## config.mk

```make
export PLATFORM = sky130hd
export DESIGN_NAME = sccb_register_master
export DESIGN_NICKNAME = d
export VERILOG_FILES = /design/src/sccbm_pkg.sv /design/src/sccb_register_master.sv /design/src/sccbm_step.sv /design/src/sccbm_out_reg.sv
export SDC_FILE = /design/constraint.sdc
export NUM_CORES = 1
export LEC_CHECK = 0
export ABC_AREA = 0
export BUFFER_PORTS_ARGS = -buffer_cell sky130_fd_sc_hd__buf_2
export CAP_MARGIN = 20
export CORE_MARGIN = 5
export CORE_UTILIZATION = 35
export CTS_CLUSTER_DIAMETER = 100
export DETAILED_ROUTE_END_ITERATION = 12
export PLACE_DENSITY = 0.57
export SLEW_MARGIN = 10
export SYNTH_ARGS = -nofsm -noshare
export SYNTH_HDL_FRONTEND = slang
export SYNTH_SLANG_ARGS = --single-unit
```

## constraint.sdc

```tcl
create_clock -name clk_i -period 6.5 [get_ports clk_i]
set_input_delay 1.3 -clock clk_i [delete_from_list [all_inputs] [get_ports clk_i]]
set_output_delay 1.3 -clock clk_i [all_outputs]
set_load 0.1 [all_outputs]
```

## src/sccbm_pkg.sv

```systemverilog
// Shared types and constants of the SCCB register master.
// Holds the transfer payload structs, the bus phase codes and the register reset values.
// No dependencies.
package sccbm_pkg;

  // Configuration register indexes and reset values
  localparam logic CfgPhaseTicks    = 1'b0;
  localparam logic CfgWriteAttempts = 1'b1;
  localparam logic [15:0] PhaseTicksRst    = 16'd100;
  localparam logic [2:0]  WriteAttemptsRst = 3'd3;

  // Command codes
  localparam logic [1:0] OP_WRITE = 2'd0;
  localparam logic [1:0] OP_READ  = 2'd1;
  localparam logic [1:0] OP_PROBE = 2'd2;

  // Bus phase codes
  localparam logic [4:0] PH_IDLE      = 5'd0;
  localparam logic [4:0] PH_S0        = 5'd1;
  localparam logic [4:0] PH_S1        = 5'd2;
  localparam logic [4:0] PH_S2        = 5'd3;
  localparam logic [4:0] PH_S3        = 5'd4;
  localparam logic [4:0] PH_TX_LOW    = 5'd5;
  localparam logic [4:0] PH_TX_HIGH   = 5'd6;
  localparam logic [4:0] PH_TX_END    = 5'd7;
  localparam logic [4:0] PH_ACK_LOW   = 5'd8;
  localparam logic [4:0] PH_ACK_HIGH  = 5'd9;
  localparam logic [4:0] PH_ACK_END   = 5'd10;
  localparam logic [4:0] PH_RX_LOW    = 5'd11;
  localparam logic [4:0] PH_RX_HIGH   = 5'd12;
  localparam logic [4:0] PH_MACK_LOW  = 5'd13;
  localparam logic [4:0] PH_MACK_HIGH = 5'd14;
  localparam logic [4:0] PH_MACK_END  = 5'd15;
  localparam logic [4:0] PH_STOP_A    = 5'd16;
  localparam logic [4:0] PH_STOP_B    = 5'd17;
  localparam logic [4:0] PH_STOP_C    = 5'd18;

  // One tick of input
  typedef struct packed {
    logic        cmd_valid;
    logic [1:0]  op;
    logic [6:0]  dev_addr;
    logic [7:0]  reg_addr;
    logic [15:0] write_data;
    logic        sda_in;
  } cmd_t;

  // One tick of output
  typedef struct packed {
    logic        scl;
    logic        sda_out;
    logic        sda_oe;
    logic        busy_res;
    logic        done_res;
    logic [15:0] read_result;
    logic        status;
  } res_t;

  // Sequencer state, including the latched command
  typedef struct packed {
    logic [4:0]  phase;
    logic [15:0] delay_count;
    logic [3:0]  bit_count;
    logic [2:0]  byte_index;
    logic [7:0]  shift_byte;
    logic [15:0] read_value;
    logic [2:0]  attempt_count;
    logic        nack_seen;
    logic [1:0]  lc_op;
    logic [6:0]  lc_dev;
    logic [7:0]  lc_reg;
    logic [15:0] lc_data;
  } st_t;

endpackage

```

## src/sccb_register_master.sv

```systemverilog
// SCCB register master: one input transfer per bus tick, one result transfer per input.
// Latency: the result of a tick is registered and offered the cycle after it is accepted.
// Throughput: one tick per cycle while the result register can take it, set by the single state register st_q.
// Reset: bus sequencer idle, all state cleared, phase_ticks 100, write_attempts 3,
// result register empty.
// Depends on sccbm_pkg, sccbm_step and sccbm_out_reg.
module sccb_register_master (
  input  logic            clk_i,
  input  logic            rst_ni,
  input  logic            in_valid_i,
  output logic            in_ready_o,
  input  sccbm_pkg::cmd_t in_i,
  output logic            out_valid_o,
  input  logic            out_ready_i,
  output sccbm_pkg::res_t out_o,
  input  logic            cfg_we_i,
  input  logic            cfg_idx_i,
  input  logic [15:0]     cfg_wdata_i
);

  logic [15:0]     phase_ticks_q;
  logic [2:0]      write_attempts_q;
  sccbm_pkg::st_t  st_q;
  sccbm_pkg::st_t  st_d;
  sccbm_pkg::res_t res;
  logic            in_fire;

  // Configuration registers
  always_ff @(posedge clk_i or negedge rst_ni) begin
    if (!rst_ni) begin
      phase_ticks_q    <= sccbm_pkg::PhaseTicksRst;
      write_attempts_q <= sccbm_pkg::WriteAttemptsRst;
    end else if (cfg_we_i) begin
      if (cfg_idx_i == sccbm_pkg::CfgPhaseTicks) phase_ticks_q <= cfg_wdata_i;
      else if (cfg_idx_i == sccbm_pkg::CfgWriteAttempts) write_attempts_q <= cfg_wdata_i[2:0];
    end
  end

  // Tick logic
  sccbm_step u_step (
    .st_i             (st_q),
    .cmd_i            (in_i),
    .phase_ticks_i    (phase_ticks_q),
    .write_attempts_i (write_attempts_q),
    .st_o             (st_d),
    .res_o            (res)
  );

  assign in_fire = in_valid_i && in_ready_o;

  // Advance the sequencer on each accepted transfer; all-zero state is idle
  always_ff @(posedge clk_i or negedge rst_ni) begin
    if (!rst_ni) begin
      st_q <= '0;
    end else if (in_fire) begin
      st_q <= st_d;
    end
  end

  // Result register
  sccbm_out_reg u_out (
    .clk_i      (clk_i),
    .rst_ni     (rst_ni),
    .load_i     (in_fire),
    .data_i     (res),
    .can_load_o (in_ready_o),
    .valid_o    (out_valid_o),
    .ready_i    (out_ready_i),
    .data_o     (out_o)
  );

endmodule

```

## src/sccbm_step.sv

```systemverilog
// Next-state and line-level logic for one tick of the SCCB register master.
// Purely combinational; uses sccbm_pkg for the state, payload types and phase codes.
module sccbm_step (
  input  sccbm_pkg::st_t  st_i,
  input  sccbm_pkg::cmd_t cmd_i,
  input  logic [15:0]     phase_ticks_i,
  input  logic [2:0]      write_attempts_i,
  output sccbm_pkg::st_t  st_o,
  output sccbm_pkg::res_t res_o
);

  // Pick the byte to shift out for the given byte slot
  function automatic logic [7:0] tx_byte(input logic [1:0] op, input logic [2:0] idx,
                                         input logic [6:0] dev, input logic [7:0] reg_a,
                                         input logic [15:0] data);
    logic [7:0] b;
    if (idx == 3'd0) b = {dev, 1'b0};
    else if (op == sccbm_pkg::OP_READ && idx == 3'd2) b = {dev, 1'b1};
    else if (idx == 3'd1) b = reg_a;
    else if (idx == 3'd2) b = data[15:8];
    else b = data[7:0];
    return b;
  endfunction

  always_comb begin
    sccbm_pkg::st_t n;
    logic           nack;
    logic [7:0]     sb;
    logic           scl;
    logic           sdo;
    logic           oe;
    logic           busy;
    logic           done;

    n    = st_i;
    nack = 1'b0;
    sb   = 8'h00;
    scl  = 1'b1;
    sdo  = 1'b1;
    oe   = 1'b0;
    busy = 1'b0;
    done = 1'b0;

    // Take a new command when idle and its op is write, read or probe
    if (n.phase == sccbm_pkg::PH_IDLE && cmd_i.cmd_valid && cmd_i.op <= sccbm_pkg::OP_PROBE) begin
      n.lc_op         = cmd_i.op;
      n.lc_dev        = cmd_i.dev_addr;
      n.lc_reg        = cmd_i.reg_addr;
      n.lc_data       = cmd_i.write_data;
      n.delay_count   = 16'd0;
      n.bit_count     = 4'd0;
      n.byte_index    = 3'd0;
      n.shift_byte    = 8'h00;
      n.attempt_count = 3'd1;
      n.nack_seen     = 1'b0;
      n.phase         = sccbm_pkg::PH_S1;
    end

    // Drive the line levels of the current phase
    unique case (n.phase)
      sccbm_pkg::PH_S0: begin scl = 1'b0; sdo = 1'b1; oe = 1'b1; end
      sccbm_pkg::PH_S1: begin scl = 1'b1; sdo = 1'b1; oe = 1'b1; end
      sccbm_pkg::PH_S2: begin scl = 1'b1; sdo = 1'b0; oe = 1'b1; end
      sccbm_pkg::PH_S3: begin scl = 1'b0; sdo = 1'b0; oe = 1'b1; end
      sccbm_pkg::PH_TX_LOW, sccbm_pkg::PH_TX_END: begin
        scl = 1'b0; sdo = n.shift_byte[7]; oe = 1'b1;
      end
      sccbm_pkg::PH_TX_HIGH: begin scl = 1'b1; sdo = n.shift_byte[7]; oe = 1'b1; end
      sccbm_pkg::PH_ACK_LOW, sccbm_pkg::PH_ACK_END, sccbm_pkg::PH_RX_LOW: scl = 1'b0;
      sccbm_pkg::PH_ACK_HIGH, sccbm_pkg::PH_RX_HIGH: scl = 1'b1;
      sccbm_pkg::PH_MACK_LOW, sccbm_pkg::PH_MACK_END: begin
        scl = 1'b0; sdo = (n.byte_index != 3'd3); oe = 1'b1;
      end
      sccbm_pkg::PH_MACK_HIGH: begin
        scl = 1'b1; sdo = (n.byte_index != 3'd3); oe = 1'b1;
      end
      sccbm_pkg::PH_STOP_A: begin scl = 1'b0; sdo = 1'b0; oe = 1'b1; end
      sccbm_pkg::PH_STOP_B: begin scl = 1'b1; sdo = 1'b0; oe = 1'b1; end
      sccbm_pkg::PH_STOP_C: begin scl = 1'b1; sdo = 1'b1; oe = 1'b1; end
      default: ;
    endcase

    // Count the ticks of the phase and advance at its end
    if (n.phase != sccbm_pkg::PH_IDLE) begin
      busy = 1'b1;
      if ({1'b0, n.delay_count} + 17'd1 >= {1'b0, phase_ticks_i}) begin
        n.delay_count = 16'd0;
        unique case (n.phase)
          sccbm_pkg::PH_S0: n.phase = sccbm_pkg::PH_S1;
          sccbm_pkg::PH_S1: n.phase = sccbm_pkg::PH_S2;
          sccbm_pkg::PH_S2: n.phase = sccbm_pkg::PH_S3;
          sccbm_pkg::PH_S3: begin
            n.shift_byte = tx_byte(n.lc_op, n.byte_index, n.lc_dev, n.lc_reg, n.lc_data);
            n.bit_count  = 4'd0;
            n.phase      = sccbm_pkg::PH_TX_LOW;
          end
          sccbm_pkg::PH_TX_LOW:  n.phase = sccbm_pkg::PH_TX_HIGH;
          sccbm_pkg::PH_TX_HIGH: n.phase = sccbm_pkg::PH_TX_END;
          sccbm_pkg::PH_TX_END: begin
            n.shift_byte = {n.shift_byte[6:0], 1'b0};
            n.bit_count  = 4'(n.bit_count + 4'd1);
            n.phase      = (n.bit_count >= 4'd8) ? sccbm_pkg::PH_ACK_LOW : sccbm_pkg::PH_TX_LOW;
          end
          sccbm_pkg::PH_ACK_LOW: n.phase = sccbm_pkg::PH_ACK_HIGH;
          sccbm_pkg::PH_ACK_HIGH: begin
            n.shift_byte = {7'd0, cmd_i.sda_in};
            n.phase      = sccbm_pkg::PH_ACK_END;
          end
          sccbm_pkg::PH_ACK_END: begin
            nack = n.shift_byte[0];
            if (n.lc_op == sccbm_pkg::OP_WRITE) begin
              // High data byte ignores its ack; other NACKs retry or give up
              if (n.byte_index == 3'd2) begin
                n.byte_index = 3'd3;
                n.shift_byte = tx_byte(n.lc_op, n.byte_index, n.lc_dev, n.lc_reg, n.lc_data);
                n.bit_count  = 4'd0;
                n.phase      = sccbm_pkg::PH_TX_LOW;
              end else if (nack) begin
                if (n.attempt_count < write_attempts_i) begin
                  n.attempt_count = 3'(n.attempt_count + 3'd1);
                  n.byte_index    = 3'd0;
                  n.phase         = sccbm_pkg::PH_S0;
                end else begin
                  n.nack_seen = 1'b1;
                  n.phase     = sccbm_pkg::PH_STOP_A;
                end
              end else if (n.byte_index == 3'd3) begin
                n.phase = sccbm_pkg::PH_STOP_A;
              end else begin
                n.byte_index = 3'(n.byte_index + 3'd1);
                n.shift_byte = tx_byte(n.lc_op, n.byte_index, n.lc_dev, n.lc_reg, n.lc_data);
                n.bit_count  = 4'd0;
                n.phase      = sccbm_pkg::PH_TX_LOW;
              end
            end else if (n.lc_op == sccbm_pkg::OP_READ) begin
              if (nack) n.nack_seen = 1'b1;
              if (n.byte_index == 3'd0) begin
                n.byte_index = 3'd1;
                n.shift_byte = tx_byte(n.lc_op, n.byte_index, n.lc_dev, n.lc_reg, n.lc_data);
                n.bit_count  = 4'd0;
                n.phase      = sccbm_pkg::PH_TX_LOW;
              end else if (n.byte_index == 3'd1) begin
                n.byte_index = 3'd2;
                n.phase      = sccbm_pkg::PH_S0;
              end else begin
                n.byte_index = 3'd3;
                n.bit_count  = 4'd0;
                n.shift_byte = 8'h00;
                n.phase      = sccbm_pkg::PH_RX_LOW;
              end
            end else begin
              n.nack_seen = nack;
              n.phase     = sccbm_pkg::PH_STOP_A;
            end
          end
          sccbm_pkg::PH_RX_LOW: n.phase = sccbm_pkg::PH_RX_HIGH;
          sccbm_pkg::PH_RX_HIGH: begin
            sb           = {n.shift_byte[6:0], cmd_i.sda_in};
            n.shift_byte = sb;
            n.bit_count  = 4'(n.bit_count + 4'd1);
            if (n.bit_count >= 4'd8) begin
              // First byte parks in the data field, second completes the value
              if (n.byte_index == 3'd3) n.lc_data = {sb, 8'h00};
              else n.read_value = {n.lc_data[15:8], sb};
              n.phase = sccbm_pkg::PH_MACK_LOW;
            end else begin
              n.phase = sccbm_pkg::PH_RX_LOW;
            end
          end
          sccbm_pkg::PH_MACK_LOW:  n.phase = sccbm_pkg::PH_MACK_HIGH;
          sccbm_pkg::PH_MACK_HIGH: n.phase = sccbm_pkg::PH_MACK_END;
          sccbm_pkg::PH_MACK_END: begin
            if (n.byte_index == 3'd3) begin
              n.byte_index = 3'd4;
              n.bit_count  = 4'd0;
              n.shift_byte = 8'h00;
              n.phase      = sccbm_pkg::PH_RX_LOW;
            end else begin
              n.phase = sccbm_pkg::PH_STOP_A;
            end
          end
          sccbm_pkg::PH_STOP_A: n.phase = sccbm_pkg::PH_STOP_B;
          sccbm_pkg::PH_STOP_B: n.phase = sccbm_pkg::PH_STOP_C;
          sccbm_pkg::PH_STOP_C: begin
            n.phase = sccbm_pkg::PH_IDLE;
            done    = 1'b1;
          end
          default: n.phase = sccbm_pkg::PH_IDLE;
        endcase
      end else begin
        n.delay_count = 16'(n.delay_count + 16'd1);
      end
    end

    st_o              = n;
    res_o.scl         = scl;
    res_o.sda_out     = sdo;
    res_o.sda_oe      = oe;
    res_o.busy_res    = busy;
    res_o.done_res    = done;
    res_o.read_result = n.read_value;
    res_o.status      = n.nack_seen;
  end

endmodule

```

## src/sccbm_out_reg.sv

```systemverilog
// Result register of the SCCB register master with valid/ready towards the consumer.
// Uses sccbm_pkg for the result payload type.
module sccbm_out_reg (
  input  logic            clk_i,
  input  logic            rst_ni,
  input  logic            load_i,
  input  sccbm_pkg::res_t data_i,
  output logic            can_load_o,
  output logic            valid_o,
  input  logic            ready_i,
  output sccbm_pkg::res_t data_o
);

  logic            valid_q;
  logic            valid_d;
  sccbm_pkg::res_t data_q;

  // Free when empty or when the held result leaves this cycle
  assign can_load_o = !valid_q || ready_i;

  always_comb begin
    valid_d = valid_q;
    if (load_i) valid_d = 1'b1;
    else if (ready_i) valid_d = 1'b0;
  end

  // Hold the valid flag
  always_ff @(posedge clk_i or negedge rst_ni) begin
    if (!rst_ni) begin
      valid_q <= 1'b0;
    end else begin
      valid_q <= valid_d;
    end
  end

  // Capture the payload on load
  always_ff @(posedge clk_i) begin
    if (load_i) begin
      data_q <= data_i;
    end
  end

  assign valid_o = valid_q;
  assign data_o  = data_q;

endmodule
```

-- Word-level counts from Yosys, hierarchy flattened
Cells that the tools add are included.
- output and inout port bits: 24
- bits in registers: 131
- input bits: 57
- mux-type cells: 66
- add/subtract/negate cells: 5
- equal/unequal tests: 25
- reductions and logical operators: 22
- bitwise logic cells: 1
- $lt $le $gt $ge: 4
- operators by type and width (kind ; count):
    $mux 16 ; 9
    $mux 15 ; 6
    $pmux 5 s17 ; 1
    $mux 8 ; 10
    $mux 56 ; 1
    $pmux 8 s6 ; 1
    $mux 5 ; 9
    $eq 5x4->1 const B ; 8
    $mux 37 ; 1
    $mux 36 ; 1
    $mux 35 ; 1
    $mux 4 ; 7
    $eq 5x3->1 const B ; 4
    $add 16x1->17 const B ; 1
    $ge 17x16->1 ; 1
    $add 16x1->16 const B ; 1
    $pmux 4 s4 ; 1
    $eq 5x5->1 const B ; 3
    $mux 3 ; 5
    $reduce_or 13->1 ; 1
    $mux 1 ; 11
    $eq 5x2->1 const B ; 2
    $reduce_or 10->1 ; 1
    $eq 3x2->1 const B ; 3
    other kinds (24) ; 34

-- Longest topological paths before layout
Gate-level depths: netlist (run 1).
- depth in word-level cells: 17
- mapped depth: 24
- mapped depth without buffers: 17

-- Hierarchy
From an unflattened synthesis (run 1), not the netlist that was laid out.
- cells, all modules: 1005
- area total of the unflattened synthesis: 9943.3 um^2
- modules (own cells, without submodules) (module ; instances ; cells an instance ; sequential area each (um^2) ; area each (um^2)):
    sccbm_step ; 1 ; 749 ; 0.0 ; 4734.5
    sccb_register_master ; 1 ; 231 ; 2708.8 ; 4500.6
    sccbm_out_reg ; 1 ; 25 ; 685.7 ; 708.2

-- Worst setup path before layout (run 1)
Ideal clock, no wire load.
- path type: input port to flip-flop
- start point: in in_i[33] (netlist bit)
- end point: reg st_q[1] (netlist bit)
- cell stages on the path: 24
- setup time: 121 ps
- setup slack: 655 ps
- path buffers: 7
- data arrival time: 5724 ps
- cell sequence: buf_2 a21boi_1 nand3_1 clkbuf_1 clkbuf_1 and2_1 ha_1 and3_1 clkbuf_1 and3_1 nand4_1 xor2_1 nor2_1 ha_1 nand2_1 o21ai_0 o2111a_1 o31a_1 buf_1 o211ai_2 and2_1 buf_4 buf_6 a22o_1
- cells in the longest elaborated chain, start to end: 9
- RTL lines (what ; line ; text):
    from (decl) ; sccb_register_master.sv:12 ; input sccbm_pkg::cmd_t in_i,
    $le 2x2->1 (*) ; sccbm_step.sv:45 ; if (n.phase == sccbm_pkg::PH_IDLE && cmd_i.cmd_valid && cmd_i.op <= sccbm_pkg::OP_PROBE) begin
    $logic_and 1x1->1 (*) ; sccbm_step.sv:45 ;
    parallel branches: the longest is 6 deep, another holds $add 16x1->17 ; - ;
    $mux 16 (*) ; sccbm_step.sv:84 ; if (n.phase != sccbm_pkg::PH_IDLE) begin
    to (signal assigned) ; sccb_register_master.sv:56 ; st_q <= st_d;
    to (decl) ; sccb_register_master.sv:23 ; sccbm_pkg::st_t st_q;
Mark *: on every way between the ends.
A chain may end at the register's enable or synchronous reset.

-- Worst setup path in the final report (run 1)
- start point: in in_i[32] (netlist bit)
- end point: reg st_q[9] (netlist bit)
Same word-level chain as after synthesis.

==> metrics.csv, run 1 <==
stage;metric;value;unit
logic_synthesis;synth_flop_cell;sky130_fd_sc_hd__dfrtp_1;
final_layout;n_antenna_cell;0;
final_layout;fillers;2517;
worst_hold_path;worst_hold_check_path_type;register to register;
logic_synthesis;synth_nets;1081;
final_layout;final-seq-area;0.003395;sq mm
final_layout;finish.cell_count_without_fillers;1391;
worst_setup_path;crit_fanout;16;
final_layout;area.growth.synth_to_final;15.76;%
logic_synthesis;synth_area_leaders;sky130_fd_sc_hd__dfrtp_1, sky130_fd_sc_hd__nand2_1, sky130_fd_sc_hd__edfxtp_1;
cts;post_cts_hold_buffer_count;0;
logic_synthesis;synth.avg_cell_area;8.520;sq um
timing;hold_viol_final;0;
logic_synthesis;yosys.area.top_type_share;30.61;%
place;dpl.hpwl;18710;um
die;dieArea;0.02751;sq mm
worst_setup_path;worstPathRequired;6.78;ns
place;number_of_buffers_inserted_by_port_buffering;80;
global_routing;global_route_wire_length_before_repair;42860;um
timing;timing.final.max_slew_violations;0;
timing;layout_setup_ws;1.189;ns
logic_synthesis;synth_largest_area_cell;sky130_fd_sc_hd__dfrtp_1;
logic_synthesis;synth_warn;0;
cts;postCtsResizedCells;0;
cts;cts_root_buffer;sky130_fd_sc_hd__clkbuf_16;
timing;final_worst_clock_skew;0.01172;ns
power_and_ir_drop;finalPower;3590;uW
timing;setup-violations-final;0;
timing;max_slew.worst_pin.slew;0.9653;ns
timing;grt_setup_unrepaired;no;
worst_setup_path;worst-setup-path-type;primary input to register;
cts;tritoncts;done;
logic_synthesis;post_synth_inst_count;998;
outcome;run_status;completed;
global_routing;grt-ovfl-total;0;
cts;cts-root-to-sink-buffers;2;
logic_synthesis;yosys_register_bits;131;
routing;detailedRoute.firstIterationViolations;967;
timing;final_worst_path_cycle_share;81.70;%
power_and_ir_drop;power_density;364.8;mW/mm^2
logic_synthesis;synth_seq_area_share;39.92;%
timing;max_freq;188.3;MHz
logic_synthesis;count_of_flip_flops_with_a_built_in_enable_after_synthesis;22;
final_layout;layout.cells.most_common;sky130_fd_sc_hd__nand2_1;
cts;clkLatencyLatePin;0.43;ns
worst_setup_path;endpoint_class_of_the_critical_path;register;
timing;setup_tns;0;ns
routing;firstDrtPassIters;6;
die;die_height;165.9;um
timing;hold-worst-slack;0.4719;ns
routing;antenna_left;0;
die;floorplan.initialDensity;35.27;%
die;io_pins;81;
cts;cts.clk_slew.worst_paths;0.07;ns
timing;max_slew_margin;35.65;%
logic_synthesis;synth_area;0.008503;sq mm
final_layout;multi_input_comb_area;0.004684;sq mm
final_layout;finish.net_count;1137;
worst_setup_path;crit_path_start_kind;primary input;
die;die_x;165.9;um
worst_setup_path;worst-endpoint-arrival;5.59;ns
routing;vias_per_cell;5.601;
timing;fin_crit;5.311;ns
cts;h-tree-depth;4;
global_routing;grt_start_max_net_pins;71;
power_and_ir_drop;max-vdd-ir-drop;168.6;uV
cts;clock-sinks;131;
final_layout;layout-drive-gt1-share;16.87;%
global_routing;antenna_found_initial;1;
logic_synthesis;synth-async-reset-ratio;83.21;%
cts;cts_inserted_buffers;17;
global_routing;vias_in_the_first_global_route;7424;
die;core.rowCount;57;
routing;remaining_drc_errors;0;
global_routing;groute.usage.overall;19.12;%
job;drv.max_cap_violation_count;0;
routing;totalWireLength;26940;um
routing;drt-wirelength-per-cell;19.37;um
place;place_inst;1358;
place;gpl.final_weighted_congestion;0.9151;
place;pre_cts_ws;0.7895;ns
power_and_ir_drop;leak_pwr;0.004253;uW
cts;cts_setup_buffers;0;
final_layout;final_cell_mix;sky130_fd_sc_hd__nand2_1, sky130_fd_sc_hd__dfrtp_1, sky130_fd_sc_hd__o21ai_0;
logic_synthesis;netlist-cell-type-count;83;
die;core_area;0.02411;sq mm
routing;dr_total_vias;7791;
[layer usage]
| metal | vias up | track usage [%] | routed length, um |
|---|---|---|---|
| li1 | 3760 | - | - |
| met1 | 3684 | 28.70 | 12920 |
| met2 | 316 | 27.01 | 11380 |
| met3 | 29 | 5.046 | 2193 |
| met4 | 2 | 5.488 | 431 |
| met5 | - | 0 | 13 |
[cell families (layout without fill, tap and decap cells)]
| group | count (synthesis) | in the layout | share of synthesized area [%] |
|---|---|---|---|
| mux | 35 | 35 | 4.679 |
| fa+ha+maj | 26 | 26 | 3.826 |
| xor+xnor | 19 | 19 | 1.957 |
| flops | 131 | 131 | 39.92 |
| simple gates | 364 | 364 | 19.10 |
| compound gates | 313 | 313 | 25.24 |
| buf+inv | 110 | 179 | 5.283 |
[through the flow]
step                      utilization, %  instance area [sq um]
after floorplan                        -                   8503
after global placement             38.33                   9240
after detailed placement           38.33                   9240
after CTS                          40.77                   9828
after global routing               40.83                   9843
final                              40.83                   9843
[path summary, 6_finish.rpt]
check                         start          endpoint  slack, ns  cells after the start
max                        in_i[32]           st_q[9]       1.19                     17
min                        st_q[30]          st_q[30]       0.47                      2
max reg2reg                st_q[86]           st_q[9]       1.61                     18
min reg2reg                st_q[30]          st_q[30]       0.47                      2
max in group asynchronous    rst_ni          st_q[43]       4.27                      2
min in group asynchronous    rst_ni  phase_ticks_q[7]       0.86                      1
[flip-flops by register name, summed over array words and instances (netlist names)]
| name | flops |
|---|---|
| phase_ticks_q | 16 |
| st_q | 89 |
| u_out.data_o | 22 |
| u_out.valid_o | 1 |
| write_attempts_q | 3 |
[synthesized netlist by cell type (8+ instances only)]
cell,instances
sky130_fd_sc_hd__and2_1,12
sky130_fd_sc_hd__nand4_1,8
sky130_fd_sc_hd__ha_1,26
sky130_fd_sc_hd__a21o_1,12
sky130_fd_sc_hd__o211ai_1,11
sky130_fd_sc_hd__o31ai_1,8
sky130_fd_sc_hd__nand3_1,26
sky130_fd_sc_hd__nand2b_1,11
sky130_fd_sc_hd__a22o_1,15
sky130_fd_sc_hd__a31oi_1,19
sky130_fd_sc_hd__edfxtp_1,22
sky130_fd_sc_hd__nor3_1,15
sky130_fd_sc_hd__nand2_1,194
sky130_fd_sc_hd__mux2_2,8
sky130_fd_sc_hd__o21ai_0,88
sky130_fd_sc_hd__a211oi_1,9
sky130_fd_sc_hd__a22oi_1,12
sky130_fd_sc_hd__nor2_1,61
sky130_fd_sc_hd__dfrtp_1,104
sky130_fd_sc_hd__clkbuf_1,49
sky130_fd_sc_hd__xor2_1,10
sky130_fd_sc_hd__and3_1,8
sky130_fd_sc_hd__a21oi_1,46
sky130_fd_sc_hd__o41ai_1,10
sky130_fd_sc_hd__mux2i_1,24
sky130_fd_sc_hd__buf_2,14
sky130_fd_sc_hd__xnor2_1,9
sky130_fd_sc_hd__inv_1,37
[power breakdown]
| part | switching [uW] | internal [uW] | total, uW |
|---|---|---|---|
| clock network | 442 | 516 | 958 |
| registers | 203 | 1010 | 1210 |
| logic | 910 | 511 | 1420 |
| total | 1560 | 2040 | 3590 |
[worst max-delay path, stage by stage]
cell                       delay (ns)
sky130_fd_sc_hd__buf_2           0.24
sky130_fd_sc_hd__a21boi_1        0.13
sky130_fd_sc_hd__nand3_1         0.16
sky130_fd_sc_hd__and2_1          0.20
sky130_fd_sc_hd__ha_1            0.20
sky130_fd_sc_hd__and3_1          0.30
sky130_fd_sc_hd__nand3_1         0.20
sky130_fd_sc_hd__or3_1           0.36
sky130_fd_sc_hd__xor2_1          0.18
sky130_fd_sc_hd__nor2_1          0.07
sky130_fd_sc_hd__ha_1            0.32
sky130_fd_sc_hd__a21o_1          0.16
sky130_fd_sc_hd__a21oi_1         0.28
sky130_fd_sc_hd__o41ai_4         0.23
sky130_fd_sc_hd__o211ai_2        0.42
sky130_fd_sc_hd__and2_1          0.66
sky130_fd_sc_hd__a21oi_1         0.15
[layout make-up]
| class | count | share of cell area (%) |
|---|---|---|
| multi-input cells | 757 | 47.59 |
| flip-flops and latches | 131 | 34.49 |
| inverters | 38 | 1.449 |
| well taps | 324 | 4.118 |
| repair buffers | 109 | 6.381 |
| clock inverters | 15 | 1.652 |
| clock buffers | 17 | 4.322 |
Power figures use the tool's default switching activity.
==> run 2, diff against run 1 <==
==> constraint.sdc (replaced) <==
create_clock -name clk_i -period 5.5 [get_ports clk_i]
set_input_delay 1.1 -clock clk_i [delete_from_list [all_inputs] [get_ports clk_i]]
set_output_delay 1.1 -clock clk_i [all_outputs]
set_load 0.1 [all_outputs]
==> run 2 against run 1 <==
Register-to-register slack got worse by 0.88 ns. Non-clock buffer count grew 7. Sequential cell count did not move. Die area did not move. Critical path depth up 2. Total power is 19% higher. Critical path type is now register to register. Sequential power up 19%. Clock power is 20% higher. Clock-buffer cell count did not move. First-iteration DRC count decreased by 30%.
==> metrics.csv, run 2 (synthesis results as in run 1) <==
stage;metric;value;unit;change
cts;clkLatencyLatePin;0.43;ns;about the same
global_routing;antenna_found_initial;1;;unchanged
die;io_pins;81;;unchanged
final_layout;n_antenna_cell;0;;unchanged
routing;totalWireLength;27000;um;was 26940 um
cts;cts_inserted_buffers;17;;unchanged
routing;remaining_drc_errors;0;;unchanged
worst_setup_path;crit_path_start_kind;register;;was primary input
place;number_of_buffers_inserted_by_port_buffering;80;;unchanged
routing;detailedRoute.firstIterationViolations;675;;was 967
die;die_x;165.9;um;unchanged
worst_setup_path;timing.critical_path.cells;nor3_1 > nand3_1 > and2_1 > ha_1 > and3_1 > and3_1 > nand2_1 > xor2_1 > nor2_1 > ha_1 > a21oi_1 > o21ai_0 > o2111a_1 > o31a_1 > o211ai_2 > buf_4 > and2_1 > buf_4 > a22o_1;;was buf_2 > a21boi_1 > nand3_1 > and2_1 > ha_1 > and3_1 > nand3_1 > or3_1 > xor2_1 > nor2_1 > ha_1 > a21o_1 > a21oi_1 > o41ai_4 > o211ai_2 > and2_1 > a21oi_1
routing;dr_total_vias;7852;;was 7791
cts;clock-sinks;131;;unchanged
die;dieArea;0.02751;sq mm;unchanged
place;placedInstanceArea;0.009291;sq mm;was 0.009240 sq mm
final_layout;finish.net_count;1144;;was 1137
die;floorplan.initialDensity;35.27;%;unchanged
final_layout;area.growth.synth_to_final;16.32;%;was 15.76%
routing;drt-wirelength-per-cell;19.32;um;was 19.37 um
worst_setup_path;worstPathRequired;5.82;ns;was 6.78 ns
die;die_height;165.9;um;unchanged
global_routing;grt-ovfl-total;0;;unchanged
worst_setup_path;worst-endpoint-arrival;5.09;ns;was 5.59 ns
worst_hold_path;min_delay_worst_endpoint;st_q[30];;unchanged
final_layout;largest_register_ffs;89;;unchanged
worst_setup_path;worstReg2RegStart;st_q[87];;was st_q[86]
final_layout;layout-drive-gt1-share;17.41;%;was 16.87%
worst_setup_path;regToRegSetupSlack;0.73;ns;was 1.61 ns
worst_setup_path;critical_path_buffer_and_inverter_count;2;;was 1
timing;fin_crit;4.767;ns;
timing;max_slew_margin;39.72;%;was 35.65%
worst_setup_path;rr_endpoint;st_q[0];;was st_q[9]
timing;setup-violations-final;0;;unchanged
timing;grt_setup_unrepaired;no;;unchanged
timing;hold_viol_final;0;;unchanged
routing;antenna_left;0;;unchanged
power_and_ir_drop;leak_pwr;0.004279;uW;was 0.004253 uW
place;dpl.hpwl;19000;um;was 18710 um
final_layout;regMostFlops;st_q;;unchanged
routing;vias_per_cell;5.617;;was 5.601
global_routing;grt_start_max_net_pins;68;;was 71
worst_setup_path;worst_path_max_stage_delay;0.49;ns;was 0.66 ns
worst_setup_path;cpMaxStageDelayCell;sky130_fd_sc_hd__nor3_1;;was sky130_fd_sc_hd__and2_1
job;drv.max_cap_violation_count;0;;unchanged
timing;timing.final.max_slew_violations;0;;unchanged
final_layout;design_area;0.009891;sq mm;was 0.009843 sq mm
place;gpl.final_weighted_congestion;0.9493;;was 0.9151
worst_setup_path;worst-setup-path-type;register to register;;was primary input to register
power_and_ir_drop;power_density;431.6;mW/mm^2;was 364.8 mW/mm^2
timing;max_freq;209.8;MHz;
cts;cts.clk_slew.worst_paths;0.06;ns;was 0.07 ns
routing;firstDrtPassIters;6;;unchanged
final_layout;layout.cells.most_common;sky130_fd_sc_hd__nand2_1;;unchanged
power_and_ir_drop;max-vdd-ir-drop;186.8;uV;was 168.6 uV
timing;final_worst_clock_skew;0.01198;ns;was 0.01172 ns
worst_hold_path;hp_start;st_q[30];;unchanged
cts;cts-root-to-sink-buffers;2;;unchanged
die;core_area;0.02411;sq mm;unchanged
worst_setup_path;endpoint_class_of_the_critical_path;register;;unchanged
cts;post_cts_hold_buffer_count;0;;unchanged
die;core.rowCount;57;;unchanged
cts;h-tree-depth;4;;unchanged
cts;cts_setup_buffers;0;;unchanged
final_layout;final_cell_mix;sky130_fd_sc_hd__nand2_1, sky130_fd_sc_hd__dfrtp_1, sky130_fd_sc_hd__o21ai_0;;unchanged
worst_setup_path;ff2ff_path_depth;19;;was 18
cts;cts_root_buffer;sky130_fd_sc_hd__clkbuf_16;;unchanged
worst_hold_path;worst_hold_check_path_type;register to register;;unchanged
cts;tritoncts;done;;unchanged
global_routing;vias_in_the_first_global_route;7626;;was 7424
timing;setup_tns;0;ns;unchanged
outcome;run_status;completed;;unchanged
global_routing;groute.usage.overall;19.56;%;was 19.12%
timing;max_slew.worst_pin.slew;0.9041;ns;was 0.9653 ns
worst_setup_path;cp_top_family;simple AND/OR/NAND/NOR gates;;unchanged
worst_setup_path;crit_fanout;16;;unchanged
timing;final_worst_path_cycle_share;86.67;%;
worst_hold_path;whs_path_depth;2;;unchanged
cts;postCtsResizedCells;0;;unchanged
global_routing;global_route_wire_length_before_repair;43740;um;was 42860 um
==> run 2: cell types whose count changed in the layout (fill, tap and decap cells not counted), sizes merged <==
cell,previous run,this run
buf,109,116
bufinv,0,1
clkinv,4,0
clkinvlp,1,3
inv,48,49
==> run 2: cell type report <==
class | instances | area (sq um)
Clock buffer | 17 | 425.4
Timing Repair Buffer | 116 | 680.7
Clock inverter | 15 | 158.9
Fill cell | 2491 | 14210
Sequential cell | 131 | 3395
Inverter | 38 | 142.6
Tap cell | 324 | 405.4
Multi-Input combinational cell | 757 | 4683
==> run 2: per-layer routing <==
metal	vias to the layer above	routed length, um	GRT usage (%)
met2	339	11350	27.36
met3	52	2184	4.856
met5	-	7	0
li1	3769	-	-
met1	3690	12850	29.44
met4	2	605	6.385
==> run 2: per-stage QoR <==
step	hold slack [ns]	util [%]	cells	setup WS, ns	power [uW]
2_1_floorplan	0.4380	-	998	0.001442	2564
3_3_place_gp	0.4491	38.54	1365	0.3923	3089
3_5_place_dp	0.4545	38.54	1365	0.3125	3096
4_1_cts	0.4692	40.97	1397	0.7574	4266
5_1_grt	0.5090	41.03	1398	0.3480	4547
6_report	0.4659	41.03	1398	0.7334	4269
==> run 2: worst register-to-register path, cell delays in order, from the launching register on <==
cell	delay, ns
sky130_fd_sc_hd__dfrtp_1	0.40
sky130_fd_sc_hd__nor3_1	0.49
sky130_fd_sc_hd__nand3_1	0.24
sky130_fd_sc_hd__and2_1	0.25
sky130_fd_sc_hd__ha_1	0.21
sky130_fd_sc_hd__and3_1	0.25
sky130_fd_sc_hd__and3_1	0.20
sky130_fd_sc_hd__nand2_1	0.07
sky130_fd_sc_hd__xor2_1	0.20
sky130_fd_sc_hd__nor2_1	0.07
sky130_fd_sc_hd__ha_1	0.32
sky130_fd_sc_hd__a21oi_1	0.07
sky130_fd_sc_hd__o21ai_0	0.30
sky130_fd_sc_hd__o2111a_1	0.27
sky130_fd_sc_hd__o31a_1	0.43
sky130_fd_sc_hd__o211ai_2	0.14
sky130_fd_sc_hd__buf_4	0.20
sky130_fd_sc_hd__and2_1	0.15
sky130_fd_sc_hd__buf_4	0.20
sky130_fd_sc_hd__a22o_1	0.20
==> run 2: worst max-delay path by stage <==
stage,slack [ns],endpoint,startpoint,cells past startpoint
after floorplan,0.001,st_q[1],in_i[32],24
after global placement,0.39,st_q[6],in_i[33],20
after detailed placement,0.31,st_q[2],in_i[33],20
after CTS,0.76,st_q[0],in_i[33],20
after global routing,0.35,st_q[58],in_i[33],18
final,0.73,st_q[0],st_q[87],19
==> run 2: power breakdown <==
group | total, uW | internal [uW] | switching (uW)
logic | 1680 | 609 | 1080
registers | 1440 | 1190 | 245
clock network | 1150 | 643 | 503
total | 4270 | 2450 | 1820
==> run 3, diff against run 2 <==
--- a/config.mk
+++ b/config.mk
@@ -8,10 +8,10 @@
 export ABC_AREA = 0
 export BUFFER_PORTS_ARGS = -buffer_cell sky130_fd_sc_hd__buf_2
 export CAP_MARGIN = 20
-export CORE_MARGIN = 5
 export CORE_UTILIZATION = 35
 export CTS_CLUSTER_DIAMETER = 100
 export DETAILED_ROUTE_END_ITERATION = 12
+export MAX_ROUTING_LAYER = met4
 export PLACE_DENSITY = 0.57
 export SLEW_MARGIN = 10
 export SYNTH_ARGS = -nofsm -noshare
==> run 3 against run 2 <==
Routed wire length is 0.47% higher. Via count rose by 1.4%. Non-clock buffer count is 1 lower. Design area down 0.38%. Critical path type unchanged.
==> metrics.csv, run 3 (synthesis results as in run 1) <==
stage;metric;value;unit;change
worst_setup_path;crit_fanout;9;;was 16
cts;cts_setup_buffers;0;;unchanged
timing;max_freq;206.6;MHz;was 209.8 MHz
timing;final_worst_path_cycle_share;88.02;%;was 86.67%
timing;grt_setup_unrepaired;no;;unchanged
cts;cts.clk_slew.worst_paths;0.07;ns;was 0.06 ns
power_and_ir_drop;combPwrFrac;40.1;%;was 39.4%
power_and_ir_drop;leak_pwr;0.004267;uW;was 0.004279 uW
routing;firstDrtPassIters;6;;unchanged
outcome;run_status;completed;;unchanged
routing;drt-wirelength-per-cell;19.49;um;was 19.32 um
die;die_height;157.9;um;was 165.9 um
final_layout;finish.net_count;1143;;was 1144
cts;tritoncts;done;;unchanged
worst_setup_path;regToRegSetupSlack;0.66;ns;was 0.73 ns
place;dpl.hpwl;18920;um;was 19000 um
cts;h-tree-depth;4;;unchanged
worst_setup_path;worstReg2RegStart;st_q[86];;was st_q[87]
routing;antenna_left;0;;unchanged
cts;postCtsResizedCells;0;;unchanged
cts;clock-sinks;131;;unchanged
place;number_of_buffers_inserted_by_port_buffering;80;;unchanged
routing;dr_total_vias;7959;;was 7852
place;pre_cts_ws;0.4168;ns;was 0.3125 ns
worst_setup_path;crit_path_start_kind;register;;unchanged
timing;fin_crit;4.841;ns;was 4.767 ns
power_and_ir_drop;pwr-share-clk;26.2;%;was 26.9%
global_routing;grt-ovfl-total;0;;unchanged
power_and_ir_drop;max-vdd-ir-drop;175.4;uV;was 186.8 uV
final_layout;fillers;2430;;was 2491
worst_setup_path;endpoint_class_of_the_critical_path;register;;unchanged
job;drv.max_cap_violation_count;0;;unchanged
timing;timing.final.max_slew_violations;0;;unchanged
die;core.rowCount;56;;was 57
power_and_ir_drop;p_seq_share;33.8;%;was 33.7%
final_layout;final_cell_mix;sky130_fd_sc_hd__nand2_1, sky130_fd_sc_hd__dfrtp_1, sky130_fd_sc_hd__o21ai_0;;unchanged
cts;cts_root_buffer;sky130_fd_sc_hd__clkbuf_16;;unchanged
worst_setup_path;rr_endpoint;st_q[58];;was st_q[0]
timing;layout_setup_ws;0.6590;ns;was 0.7334 ns
worst_setup_path;cpMaxStageDelayCell;sky130_fd_sc_hd__nor3_1;;unchanged
routing;vias_per_cell;5.718;;was 5.617
final_layout;layout.cells.most_common;sky130_fd_sc_hd__nand2_1;;unchanged
global_routing;antenna_found_initial;0;;was 1
cts;clkLatencyLatePin;0.43;ns;about the same
power_and_ir_drop;power_switching_share;43.52;%;was 42.71%
timing;setup_tns;0;ns;unchanged
worst_setup_path;timing.critical_path.cells;nor3_1 > nand3_1 > and2_1 > ha_1 > and3_1 > and3_1 > nand4_1 > xor2_1 > nor2_1 > ha_1 > nand2_1 > o21ai_0 > o2111a_1 > o31a_1 > o21ai_2 > nor3_1 > a31oi_1;;was nor3_1 > nand3_1 > and2_1 > ha_1 > and3_1 > and3_1 > nand2_1 > xor2_1 > nor2_1 > ha_1 > a21oi_1 > o21ai_0 > o2111a_1 > o31a_1 > o211ai_2 > buf_4 > and2_1 > buf_4 > a22o_1
worst_hold_path;hp_start;st_q[30];;unchanged
global_routing;global_route_wire_length_before_repair;43300;um;was 43740 um
final_layout;postLayoutCoreUtil;41.61;%;was 41.03%
worst_hold_path;whs_path_depth;2;;unchanged
final_layout;n_antenna_cell;0;;unchanged
power_and_ir_drop;power_density;431.2;mW/mm^2;was 431.6 mW/mm^2
final_layout;regMostFlops;st_q;;unchanged
worst_hold_path;min_delay_worst_endpoint;st_q[30];;unchanged
cts;cts_inserted_buffers;17;;unchanged
worst_setup_path;worst_path_max_stage_delay;0.65;ns;was 0.49 ns
die;core_area;0.02368;sq mm;was 0.02411 sq mm
power_and_ir_drop;power.switching;1849;uW;was 1823 uW
worst_setup_path;cp_top_family;simple AND/OR/NAND/NOR gates;;unchanged
worst_setup_path;ff2ff_path_depth;17;;was 19
timing;max_slew.worst_pin.slew;0.9958;ns;was 0.9041 ns
timing;max_slew_margin;33.31;%;was 39.72%
global_routing;groute.usage.overall;23.51;%;was 19.56%
worst_setup_path;worst-setup-path-type;register to register;;unchanged
routing;totalWireLength;27130;um;was 27000 um
final_layout;largest_register_ffs;89;;unchanged
global_routing;grt_start_max_net_pins;41;;was 68
die;io_pins;81;;unchanged
timing;hold_viol_final;0;;unchanged
cts;cts-root-to-sink-buffers;2;;unchanged
cts;post_cts_hold_buffer_count;0;;unchanged
worst_setup_path;critical_path_buffer_and_inverter_count;0;;was 2
final_layout;layout-drive-gt1-share;17.43;%;was 17.41%
power_and_ir_drop;power_report.internal_total;2400;uW;was 2445 uW
global_routing;vias_in_the_first_global_route;7565;;was 7626
timing;setup-violations-final;0;;unchanged
timing;final_worst_clock_skew;0.01458;ns;was 0.01198 ns
final_layout;area.growth.synth_to_final;15.88;%;was 16.32%
place;gpl.final_weighted_congestion;0.9866;;was 0.9493
worst_hold_path;worst_hold_check_path_type;register to register;;unchanged
routing;detailedRoute.firstIterationViolations;812;;was 675
die;die_x;157.9;um;was 165.9 um
routing;remaining_drc_errors;0;;unchanged
worst_setup_path;worst-endpoint-arrival;5.12;ns;was 5.09 ns
die;dieArea;0.02492;sq mm;was 0.02751 sq mm
worst_setup_path;worstPathRequired;5.78;ns;was 5.82 ns
die;floorplan.initialDensity;35.90;%;was 35.27%
## run 3: cell types whose count changed in the layout (fill, tap and decap cells not counted)
cell / delta
sky130_fd_sc_hd__nor3_1: -1
sky130_fd_sc_hd__nor3_2: +1
sky130_fd_sc_hd__clkinv_4: +1
sky130_fd_sc_hd__inv_8: +1
sky130_fd_sc_hd__clkinv_2: +1
sky130_fd_sc_hd__buf_8: -1
sky130_fd_sc_hd__inv_6: -1
sky130_fd_sc_hd__bufinv_16: -1
sky130_fd_sc_hd__clkinvlp_4: -1
## run 3: cell type report
class,instances,area [sq um],area share [%]
Inverter,38,142.6,1.448
Clock buffer,17,425.4,4.317
Timing Repair Buffer,115,665.6,6.756
Tap cell,319,399.1,4.051
Sequential cell,131,3395,34.45
Multi-Input combinational cell,757,4688,47.58
Clock inverter,15,137.6,1.397
## run 3: worst max-delay path by stage
stage | from | depth (start not counted) | slack [ns] | end
final | st_q[86] | 17 | 0.66 | st_q[58]
after global routing | st_q[86] | 17 | 0.36 | st_q[60]
after CTS | st_q[86] | 18 | 0.80 | st_q[35]
after detailed placement | in_i[34] | 19 | 0.42 | st_q[35]
after global placement | in_i[34] | 19 | 0.47 | st_q[35]
after floorplan | in_i[32] | 24 | 0.001 | st_q[1]
## run 3: power by group through the flow
stage | sequential, uW | combinational, uW | clock [uW]
CTS | 1420 | 1660 | 1130
global placement | 1440 | 1640 | 0
floorplan | 1430 | 1130 | 0
finish | 1430 | 1700 | 1110
global route | 1460 | 1870 | 1180
detailed placement | 1440 | 1640 | 0
## run 3: metrics by stage
stage | total power [uW] | cells | cell area [sq um] | hold WS, ns
floorplan | 2564 | 998 | 8507 | 0.4380
global placement | 3080 | 1359 | 9283 | 0.4485
detailed placement | 3083 | 1359 | 9283 | 0.4612
CTS | 4209 | 1391 | 9846 | 0.4763
global route | 4505 | 1392 | 9853 | 0.5117
finish | 4249 | 1392 | 9853 | 0.4722
## run 3: layer usage
metal | up-vias | share of wire, % | track usage (%) | routed length [um]
met4 | 0 | 2.4 | 7.906 | 645
met5 | - | 0 | - | 0
met2 | 390 | 41 | 31.89 | 11180
met3 | 51 | 8.5 | 5.365 | 2303
met1 | 3753 | 48 | 33.88 | 13000
li1 | 3765 | - | - | -
## run 3: worst register-to-register path, stage by stage (launching register included)
cell                       delay (ns)
sky130_fd_sc_hd__dfrtp_1         0.38
sky130_fd_sc_hd__nor3_1          0.65
sky130_fd_sc_hd__nand3_1         0.25
sky130_fd_sc_hd__and2_1          0.25
sky130_fd_sc_hd__ha_1            0.21
sky130_fd_sc_hd__and3_1          0.25
sky130_fd_sc_hd__and3_1          0.20
sky130_fd_sc_hd__nand4_1         0.10
sky130_fd_sc_hd__xor2_1          0.15
sky130_fd_sc_hd__nor2_1          0.07
sky130_fd_sc_hd__ha_1            0.30
sky130_fd_sc_hd__nand2_1         0.06
sky130_fd_sc_hd__o21ai_0         0.29
sky130_fd_sc_hd__o2111a_1        0.26
sky130_fd_sc_hd__o31a_1          0.43
sky130_fd_sc_hd__o21ai_2         0.21
sky130_fd_sc_hd__nor3_1          0.48
sky130_fd_sc_hd__a31oi_1         0.15
